`config.mk`:
```
export PLATFORM = sky130hd
export DESIGN_NAME = modular_exponentiation
export DESIGN_NICKNAME = d
export VERILOG_FILES = /design/src/design/mexp_pkg.sv /design/src/design/mexp_mulmod.sv /design/src/design/mexp_seq.sv /design/src/design/modular_exponentiation.sv
export SDC_FILE = /design/constraint.sdc
export NUM_CORES = 1
export LEC_CHECK = 0
export BUFFER_PORTS_ARGS = -buffer_cell sky130_fd_sc_hd__buf_2
export CAP_MARGIN = 20
export CORE_MARGIN = 3
export CORE_UTILIZATION = 45
export DETAILED_ROUTE_END_ITERATION = 6
export RECOVER_POWER = 100
export REMOVE_ABC_BUFFERS = 1
export SLEW_MARGIN = 20
export SYNTH_ARGS = -nofsm -noshare
export SYNTH_HDL_FRONTEND = slang
export SYNTH_SLANG_ARGS = --single-unit
```
`constraint.sdc`:
```
create_clock -name clk -period 5.93 [get_ports clk]
set_input_delay 0.2965 -clock clk [delete_from_list [all_inputs] [get_ports clk]]
set_output_delay 0.2965 -clock clk [all_outputs]
set_load 0.01 [all_outputs]
```
`src/design/mexp_pkg.sv`:
```
// ----------------------------------------------------------------------------
// mexp_pkg
// Shared types and codes for the modular exponentiation block: control word
// layout, status bundle, microcode field codes and register indexes.
// ----------------------------------------------------------------------------
package mexp_pkg;

    localparam int DEF_WORD_BITS = 32;
    localparam int CFG_IDX_BITS  = 2;
    localparam int PC_BITS       = 4;

    // configuration register indexes
    localparam logic [CFG_IDX_BITS-1:0] REG_MODULUS  = 2'd0;
    localparam logic [CFG_IDX_BITS-1:0] REG_EXPONENT = 2'd1;

    // hold codes: what a step waits for before it completes
    localparam logic [1:0] HOLD_NONE = 2'd0;
    localparam logic [1:0] HOLD_IN   = 2'd1;
    localparam logic [1:0] HOLD_OUT  = 2'd2;
    localparam logic [1:0] HOLD_MUL  = 2'd3;

    // branch codes: taken goes to target, otherwise pc + 1
    localparam logic [2:0] BR_NEXT    = 3'd0;
    localparam logic [2:0] BR_ALWAYS  = 3'd1;
    localparam logic [2:0] BR_NZERO   = 3'd2;
    localparam logic [2:0] BR_EBIT0   = 3'd3;
    localparam logic [2:0] BR_NOTLAST = 3'd4;

    // datapath actions, applied when the step completes
    localparam logic [2:0] ACT_NONE     = 3'd0;
    localparam logic [2:0] ACT_CAPTURE  = 3'd1;
    localparam logic [2:0] ACT_CNT_CLR  = 3'd2;
    localparam logic [2:0] ACT_CNT_INC  = 3'd3;
    localparam logic [2:0] ACT_LOAD_OUT = 3'd4;
    localparam logic [2:0] ACT_RES_ZERO = 3'd5;

    // multiplier operand selects
    localparam logic [1:0] A_ONE  = 2'd0;
    localparam logic [1:0] A_RES  = 2'd1;
    localparam logic [1:0] A_BASE = 2'd2;

    localparam logic [1:0] B_MSG  = 2'd0;
    localparam logic [1:0] B_ONE  = 2'd1;
    localparam logic [1:0] B_BASE = 2'd2;

    // product destination
    localparam logic DEST_BASE = 1'b0;
    localparam logic DEST_RES  = 1'b1;

    typedef struct packed {
        logic [1:0]         hold;
        logic [2:0]         br;
        logic [2:0]         act;
        logic [1:0]         a_sel;
        logic [1:0]         b_sel;
        logic               dest;
        logic [PC_BITS-1:0] target;
    } ctrl_t;

    typedef struct packed {
        logic in_valid;
        logic out_free;
        logic mul_done;
        logic n_zero;
        logic ebit0;
        logic cnt_last;
    } stat_t;

    typedef struct packed {
        ctrl_t ctrl;
        logic  fire;
        logic  mul_go;
    } seq_out_t;

endpackage

```
`src/design/mexp_mulmod.sv`:
```
// ----------------------------------------------------------------------------
// mexp_mulmod
// Interleaved modular multiplier: one multiplier bit per cycle, msb first,
// acc = (2*acc + bit*a) mod n with a single add and parallel compares.
// ----------------------------------------------------------------------------
module mexp_mulmod #(
    parameter int WORD_BITS = mexp_pkg::DEF_WORD_BITS
) (
    input  logic                 clk,
    input  logic                 rst_n,
    input  logic                 start,
    input  logic [WORD_BITS-1:0] a,
    input  logic [WORD_BITS-1:0] b,
    input  logic [WORD_BITS-1:0] n,
    output logic                 done,
    output logic [WORD_BITS-1:0] prod
);
    import mexp_pkg::*;

    localparam int CW = $clog2(WORD_BITS);

    logic                 busy_reg, busy_next;
    logic                 done_reg, done_next;
    logic [CW-1:0]        cnt_reg, cnt_next;
    logic [WORD_BITS-1:0] acc_reg, acc_next;
    logic [WORD_BITS-1:0] a_reg, a_next;
    logic [WORD_BITS-1:0] b_reg, b_next;

    logic [WORD_BITS+1:0] sum;
    logic [WORD_BITS+2:0] diff1;
    logic [WORD_BITS+2:0] diff2;
    logic [WORD_BITS-1:0] step_val;

    // sum < 3n since acc < n and a < n
    always_comb
    begin
        sum   = {1'b0, acc_reg, 1'b0} + (b_reg[WORD_BITS-1] ? {2'b00, a_reg} : '0);
        diff1 = {1'b0, sum} - {3'b000, n};
        diff2 = {1'b0, sum} - {2'b00, n, 1'b0};
        if (!diff2[WORD_BITS+2])
        begin
            step_val = diff2[WORD_BITS-1:0];
        end
        else if (!diff1[WORD_BITS+2])
        begin
            step_val = diff1[WORD_BITS-1:0];
        end
        else
        begin
            step_val = sum[WORD_BITS-1:0];
        end
    end

    always_comb
    begin
        busy_next = busy_reg;
        done_next = 1'b0;
        cnt_next  = cnt_reg;
        acc_next  = acc_reg;
        a_next    = a_reg;
        b_next    = b_reg;
        if (start)
        begin
            busy_next = 1'b1;
            cnt_next  = '0;
            acc_next  = '0;
            a_next    = a;
            b_next    = b;
        end
        else if (busy_reg)
        begin
            acc_next = step_val;
            b_next   = {b_reg[WORD_BITS-2:0], 1'b0};
            cnt_next = cnt_reg + 1'b1;
            if (cnt_reg == CW'(WORD_BITS - 1))
            begin
                busy_next = 1'b0;
                done_next = 1'b1;
            end
        end
    end

    always_ff @(posedge clk or negedge rst_n)
    begin
        if (!rst_n)
        begin
            busy_reg <= 1'b0;
            done_reg <= 1'b0;
            cnt_reg  <= '0;
        end
        else
        begin
            busy_reg <= busy_next;
            done_reg <= done_next;
            cnt_reg  <= cnt_next;
        end
    end

    always_ff @(posedge clk)
    begin
        acc_reg <= acc_next;
        a_reg   <= a_next;
        b_reg   <= b_next;
    end

    assign done = done_reg;
    assign prod = acc_reg;

endmodule

```
`src/design/mexp_seq.sv`:
```
// ----------------------------------------------------------------------------
// mexp_seq
// Microcode sequencer: program counter, control store and branch logic.
// A step completes when its hold condition is met, then branches or advances.
// ----------------------------------------------------------------------------
module mexp_seq (
    input  logic                     clk,
    input  logic                     rst_n,
    input  mexp_pkg::stat_t          stat,
    output mexp_pkg::seq_out_t       seq_out
);
    import mexp_pkg::*;

    logic [PC_BITS-1:0] pc_reg, pc_next;
    logic               pending_reg, pending_next;
    ctrl_t              word;
    logic               ready;
    logic               taken;
    logic               mul_go;

    // control store
    always_comb
    begin
        word = '{hold: HOLD_NONE, br: BR_ALWAYS, act: ACT_NONE, a_sel: A_ONE,
                 b_sel: B_ONE, dest: DEST_RES, target: '0};
        case (pc_reg)
            4'd0:
            begin
                // wait for a request and capture it
                word.hold = HOLD_IN;
                word.br   = BR_NEXT;
                word.act  = ACT_CAPTURE;
            end
            4'd1:
            begin
                word.br     = BR_NZERO;
                word.target = 4'd9;
            end
            4'd2:
            begin
                // base = msg mod n
                word.hold  = HOLD_MUL;
                word.br    = BR_NEXT;
                word.act   = ACT_CNT_CLR;
                word.a_sel = A_ONE;
                word.b_sel = B_MSG;
                word.dest  = DEST_BASE;
            end
            4'd3:
            begin
                // result = 1 mod n
                word.hold  = HOLD_MUL;
                word.br    = BR_NEXT;
                word.a_sel = A_ONE;
                word.b_sel = B_ONE;
                word.dest  = DEST_RES;
            end
            4'd4:
            begin
                word.br     = BR_EBIT0;
                word.target = 4'd6;
            end
            4'd5:
            begin
                word.hold  = HOLD_MUL;
                word.br    = BR_NEXT;
                word.a_sel = A_RES;
                word.b_sel = B_BASE;
                word.dest  = DEST_RES;
            end
            4'd6:
            begin
                word.hold  = HOLD_MUL;
                word.br    = BR_NEXT;
                word.a_sel = A_BASE;
                word.b_sel = B_BASE;
                word.dest  = DEST_BASE;
            end
            4'd7:
            begin
                word.br     = BR_NOTLAST;
                word.act    = ACT_CNT_INC;
                word.target = 4'd4;
            end
            4'd8:
            begin
                word.hold   = HOLD_OUT;
                word.br     = BR_ALWAYS;
                word.act    = ACT_LOAD_OUT;
                word.target = 4'd0;
            end
            4'd9:
            begin
                // zero modulus gives zero
                word.br     = BR_ALWAYS;
                word.act    = ACT_RES_ZERO;
                word.target = 4'd8;
            end
            default:
            begin
                word.br     = BR_ALWAYS;
                word.target = 4'd0;
            end
        endcase
    end

    always_comb
    begin
        case (word.hold)
            HOLD_NONE: ready = 1'b1;
            HOLD_IN:   ready = stat.in_valid;
            HOLD_OUT:  ready = stat.out_free;
            HOLD_MUL:  ready = pending_reg && stat.mul_done;
            default:   ready = 1'b1;
        endcase

        case (word.br)
            BR_NEXT:    taken = 1'b0;
            BR_ALWAYS:  taken = 1'b1;
            BR_NZERO:   taken = stat.n_zero;
            BR_EBIT0:   taken = stat.ebit0;
            BR_NOTLAST: taken = !stat.cnt_last;
            default:    taken = 1'b0;
        endcase

        mul_go = (word.hold == HOLD_MUL) && !pending_reg;

        pc_next      = pc_reg;
        pending_next = pending_reg;
        if (mul_go)
        begin
            pending_next = 1'b1;
        end
        if (ready)
        begin
            pending_next = 1'b0;
            pc_next      = taken ? word.target : pc_reg + 1'b1;
        end
    end

    always_ff @(posedge clk or negedge rst_n)
    begin
        if (!rst_n)
        begin
            pc_reg      <= '0;
            pending_reg <= 1'b0;
        end
        else
        begin
            pc_reg      <= pc_next;
            pending_reg <= pending_next;
        end
    end

    assign seq_out.ctrl   = word;
    assign seq_out.fire   = ready;
    assign seq_out.mul_go = mul_go;

endmodule

```
`src/design/modular_exponentiation.sv`:
```
// ----------------------------------------------------------------------------
// modular_exponentiation
// Right-to-left square-and-multiply: power = msg^exponent mod modulus,
// driven by a microcoded sequencer over one interleaved modular multiplier.
// ----------------------------------------------------------------------------
//  channel   dir   handshake                 content
//  s_axis    in    tvalid / tready           message word
//  m_axis    out   tvalid / tready           power result
//  cfg       in    cfg_we                    modulus (0), exponent (1)
//
//  all modular multiplies run in the single shared multiplier
//  a request's length is set by the multiplier loop; zero modulus is fast
//  one request in work at a time; the next is taken while a result waits
//  reset: modulus 1, exponent 0, no result pending
// ----------------------------------------------------------------------------
module modular_exponentiation #(
    parameter int WORD_BITS = mexp_pkg::DEF_WORD_BITS
) (
    input  logic                                 clk,
    input  logic                                 rst_n,
    input  logic                                 cfg_we,
    input  logic [mexp_pkg::CFG_IDX_BITS-1:0]    cfg_index,
    input  logic [WORD_BITS-1:0]                 cfg_wdata,
    input  logic                                 s_axis_tvalid,
    output logic                                 s_axis_tready,
    // message_word
    input  logic [((WORD_BITS + 7) / 8) * 8-1:0] s_axis_tdata,
    output logic                                 m_axis_tvalid,
    input  logic                                 m_axis_tready,
    // power_result
    output logic [((WORD_BITS + 7) / 8) * 8-1:0] m_axis_tdata
);
    import mexp_pkg::*;

    localparam int TDATA_W = ((WORD_BITS + 7) / 8) * 8;
    localparam int CW      = $clog2(WORD_BITS);

    logic [WORD_BITS-1:0] modulus_reg, modulus_next;
    logic [WORD_BITS-1:0] exponent_reg, exponent_next;
    logic [WORD_BITS-1:0] msg_reg, msg_next;
    logic [WORD_BITS-1:0] base_reg, base_next;
    logic [WORD_BITS-1:0] res_reg, res_next;
    logic [WORD_BITS-1:0] out_data_reg, out_data_next;
    logic                 out_valid_reg, out_valid_next;
    logic [CW-1:0]        cnt_reg, cnt_next;

    stat_t                stat;
    seq_out_t             seq_out;
    ctrl_t                ctrl;
    logic                 cnt_last;
    logic [WORD_BITS-1:0] mul_a;
    logic [WORD_BITS-1:0] mul_b;
    logic                 mul_done;
    logic [WORD_BITS-1:0] mul_prod;

    assign ctrl     = seq_out.ctrl;
    assign cnt_last = (cnt_reg == CW'(WORD_BITS - 1));

    assign stat.in_valid = s_axis_tvalid;
    assign stat.out_free = !out_valid_reg || m_axis_tready;
    assign stat.mul_done = mul_done;
    assign stat.n_zero   = (modulus_reg == '0);
    assign stat.ebit0    = !exponent_reg[cnt_reg];
    assign stat.cnt_last = cnt_last;

    mexp_seq u_seq (
        .clk     (clk),
        .rst_n   (rst_n),
        .stat    (stat),
        .seq_out (seq_out)
    );

    always_comb
    begin
        case (ctrl.a_sel)
            A_ONE:   mul_a = WORD_BITS'(1);
            A_RES:   mul_a = res_reg;
            A_BASE:  mul_a = base_reg;
            default: mul_a = WORD_BITS'(1);
        endcase
        case (ctrl.b_sel)
            B_MSG:   mul_b = msg_reg;
            B_ONE:   mul_b = WORD_BITS'(1);
            B_BASE:  mul_b = base_reg;
            default: mul_b = WORD_BITS'(1);
        endcase
    end

    mexp_mulmod #(
        .WORD_BITS (WORD_BITS)
    ) u_mulmod (
        .clk   (clk),
        .rst_n (rst_n),
        .start (seq_out.mul_go),
        .a     (mul_a),
        .b     (mul_b),
        .n     (modulus_reg),
        .done  (mul_done),
        .prod  (mul_prod)
    );

    always_comb
    begin
        modulus_next   = modulus_reg;
        exponent_next  = exponent_reg;
        msg_next       = msg_reg;
        base_next      = base_reg;
        res_next       = res_reg;
        out_data_next  = out_data_reg;
        out_valid_next = out_valid_reg;
        cnt_next       = cnt_reg;

        if (cfg_we)
        begin
            case (cfg_index)
                REG_MODULUS:  modulus_next  = cfg_wdata;
                REG_EXPONENT: exponent_next = cfg_wdata;
                default:      ;
            endcase
        end

        if (m_axis_tready)
        begin
            out_valid_next = 1'b0;
        end

        if (seq_out.fire)
        begin
            if (ctrl.hold == HOLD_MUL)
            begin
                if (ctrl.dest == DEST_BASE)
                begin
                    base_next = mul_prod;
                end
                else
                begin
                    res_next = mul_prod;
                end
            end
            case (ctrl.act)
                ACT_NONE:    ;
                ACT_CAPTURE: msg_next = s_axis_tdata[WORD_BITS-1:0];
                ACT_CNT_CLR: cnt_next = '0;
                ACT_CNT_INC: cnt_next = cnt_last ? '0 : cnt_reg + 1'b1;
                ACT_LOAD_OUT:
                begin
                    out_data_next  = res_reg;
                    out_valid_next = 1'b1;
                end
                ACT_RES_ZERO: res_next = '0;
                default:     ;
            endcase
        end
    end

    always_ff @(posedge clk or negedge rst_n)
    begin
        if (!rst_n)
        begin
            modulus_reg   <= WORD_BITS'(1);
            exponent_reg  <= '0;
            out_valid_reg <= 1'b0;
            cnt_reg       <= '0;
        end
        else
        begin
            modulus_reg   <= modulus_next;
            exponent_reg  <= exponent_next;
            out_valid_reg <= out_valid_next;
            cnt_reg       <= cnt_next;
        end
    end

    always_ff @(posedge clk)
    begin
        msg_reg      <= msg_next;
        base_reg     <= base_next;
        res_reg      <= res_next;
        out_data_reg <= out_data_next;
    end

    assign s_axis_tready = (ctrl.hold == HOLD_IN);
    assign m_axis_tvalid = out_valid_reg;
    assign m_axis_tdata  = TDATA_W'(out_data_reg);

endmodule
```
==> summary.md <==
| Metric | Value |
|---|---|
| Status | `finished with violations` |
| Failing checks | `capacitance limit, slew limit` |
| Hold path start | `cfg_wdata[8]` |
| Die X | `around 200 um` |
| FF+latch count, synth | `306` |
| Initial antenna violation count | `1` |
| Share of cells above drive strength 1 | `between 10% and 20%` |
| Die height | `between 200 and 250 um` |
| Post-Syn Area per Cell | `a little over 10 sq um` |
| GRT overflow | `0` |
| Pin count of the biggest net entering global routing | `83` |
| Final cycle utilization of the critical path | `between 90% and 100%` |
| Row cnt | `71` |
| Max incr delay on CP | `approximately 0.52 ns` |
| CP Launch Point | `u_mulmod.b_reg[31]` |
| CP arrival | `between 6 and 7 ns` |
| Reg2reg start | `u_mulmod.b_reg[31]` |
| Drc violations | `0` |
| Number of buffers created by CTS | `36` |
| Critical path fanouts, max | `17` |
| Initial DRC Count | `849` |
| Clock Skews | `about 0.028 ns` |
| CTS Sinks | `slightly above 300` |
| Routing usage on met3 | `between 3 and 4%` |
| Main synth FF type | `edfxtp_1` |
| Met1 usage | `around a third` |
| Root Driver | `clkbuf_16` |
| Vias | `between 10000 and 15000` |
| Max Clk Rate | `175 MHz` |
| Hold crit path type | `input pin to flip-flop` |
| Min Tclk post-route | `approximately 5.7 ns` |
| Most used routing layer | `met2` |
| R2R Setup Slk | `around 0.23 ns` |
| Synth cell types | `75` |
| Port Buf Inserts | `104` |
| Grt met2 use | `approximately a third` |
| Critical R2R Capture | `u_mulmod.prod[25]` |
| GRT Total Usage | `between 20 and 25%` |
| Final wirelength | `47300 um` |
| Post-route cell area | `between 0.02 and 0.025 sq mm` |
| CP Data Required Time | `6.37 ns` |
| Sequential-to-total area share from yosys stat | `around 48%` |
| Final hold viol count | `0` |
| Core Util, Final | `54.2%` |
| CTS tree | `built` |
| Normalized max-slew margin | `-193%` |
| Vias in the first global route | `13300` |
| Synth Cell Area | `roughly 0.018 sq mm` |
| DPL Wire Length | `~35000 um` |
| Final nets | `approximately 2100` |
| Placement Cell Area | `roughly 0.019 sq mm` |
| Max cap viols | `8` |
| Core Region | `0.0380 sq mm` |
| R2R cell count | `25` |
| Post-Syn Instances | `about 1700` |
| Slew at the pin closest to its max-slew limit | `about 4.4 ns` |
| Crit start category | `flip-flop` |
| Initial Util | `46.1%` |
| RSZ-0062 raised after global routing | `no` |
| Slowest stage cell on the critical path | `or4b_4` |
| Die Footprint | `around 0.041 sq mm` |
| Routed length per instance | `roughly 19 um` |
| Setup CP Type | `flip-flop to flip-flop` |
| Cell count of the worst hold path | `3` |
| DR vias/cell | `5.61` |
| Clock Path Buffers | `3` |
| First-pass GRT wire length | `74500 um` |
| ANT nets after route | `0` |
| Gp weighted congestion | `0.945` |
| Clock Latency Late Sink | `between 0.5 and 0.6 ns` |
| Ports | `around 110` |
| Initial DRT Pass Iterations | `5` |
| Post-synth EDFFs | `192` |
| H-Tree Depth | `2` |
| Clock-pin transition on the worst setup and hold timing paths | `~0.060 ns` |
| Crit. End Element | `flip-flop` |
| Pins Over Slew Limit | `350` |
| Area growth from synthesis to layout | `17.4%` |
| Async set-reset flop share out of synthesis | `a little over a quarter` |
| Setup Viol. Count Final | `0` |
| Hold endpoint | `modulus_reg[8]` |
| Synth Warn # | `0` |
## timing repair
action                                 CTS  global route
hold buffers                            62             0
pin swaps                                0             2
endpoints found under the hold margin  160             0
buffers inserted                         1             3
resized for setup                        1            10
setup endpoints to repair                3            32
## final cells by class
cell class	instances	area, sq um
multi-input cells	1241	8540
clock buffers	45	975
diodes	1	2.50
flip-flops and latches	306	8460
well taps	511	639
inverters	77	290
repair buffers	225	1510
fillers	3473	17400
clock inverters	20	175
## cells in the final DEF, fill, tap and decap left out, drive strengths merged, types with 18 or more instances in the layout
cell type / instances
nand2: 119
xnor2: 54
nand3: 22
xor2: 35
a211oi: 24
dfxtp: 32
nor2b: 73
o21ai: 124
buf: 109
dfrtp: 81
and2: 62
clkbuf: 99
o211ai: 18
ha: 106
a21oi: 173
a22oi: 32
inv: 76
mux2: 34
a21o: 44
dlygate4sd3: 62
edfxtp: 192
nor2: 107
## logic make-up after synthesis
family	Yosys count	synth area share [%]
AOI/OAI and AO/OA	520	18.5
and+or+nand+nor	470	13.5
DFF	306	48.2
buffers and inverters	151	3.43
adders and majority gates	109	7.90
xor gates and xnor gates	89	4.44
muxes	53	3.98
## synth_stat cells (all sizes together), types with 13 or more instances
cell    instances  area, sq um
nand2b         13         81.3
and2           62          388
xor2           35          307
o21ai         124          621
a21oi         173          866
a22oi          32          240
a211oi         24          203
o211ai         18          140
ha            106         1330
nor3           17         85.1
inv            75          282
dfrtp          81         2030
a21o           44          330
and3           13         81.3
clkbuf         64          240
nor2b          73          457
nand2         119          447
xnor2          54          473
nor2          107          402
dfxtp          32          641
o21a           14          105
edfxtp        192         5770
mux2           34          383
a31oi          14         87.6
nand3          22          110
## worst max-delay path: cells and delay by family (launching register included)
kind,cells,cell delay (ns)
flip-flops,1,0.35
adder cells (fa/ha/maj),2,0.59
AND/OR/NAND/NOR,4,0.94
AO/OA/AOI/OAI,14,2.93
XOR/XNOR,1,0.21
buffers and inverters,4,0.56
## layer usage
layer	vias to the layer above	part of all wire, %
met5	-	0.021
met4	2	2.3
met3	70	5.5
met2	380	43
met1	6547	49
li1	6600	-
## worst max path at each step
| stage | to | depth (start not counted) |
|---|---|---|
| 2_1_floorplan | m_axis_tdata[0] | 7 |
| 3_3_place_gp | u_mulmod.prod[19] | 25 |
| 3_5_place_dp | u_mulmod.prod[25] | 25 |
| 4_1_cts | u_mulmod.prod[19] | 26 |
| 5_1_grt | u_mulmod.prod[7] | 26 |
| 6_report | u_mulmod.prod[25] | 25 |
## metrics by stage
step	setup slack [ns]	cells	hold slack, ns	setup TNS (ns)
6_report	0.229	2426	0.0245	0
3_3_place_gp	0.140	2293	0.436	0
3_5_place_dp	-0.0249	2294	0.439	-0.0249
5_1_grt	0.00641	2425	0.0382	0
4_1_cts	0.162	2422	0.00129	0
2_1_floorplan	0.102	1624	0.000909	0
Power is not shown: default switching activity piles up to over one toggle a cycle in this logic, so the estimate is an artifact.
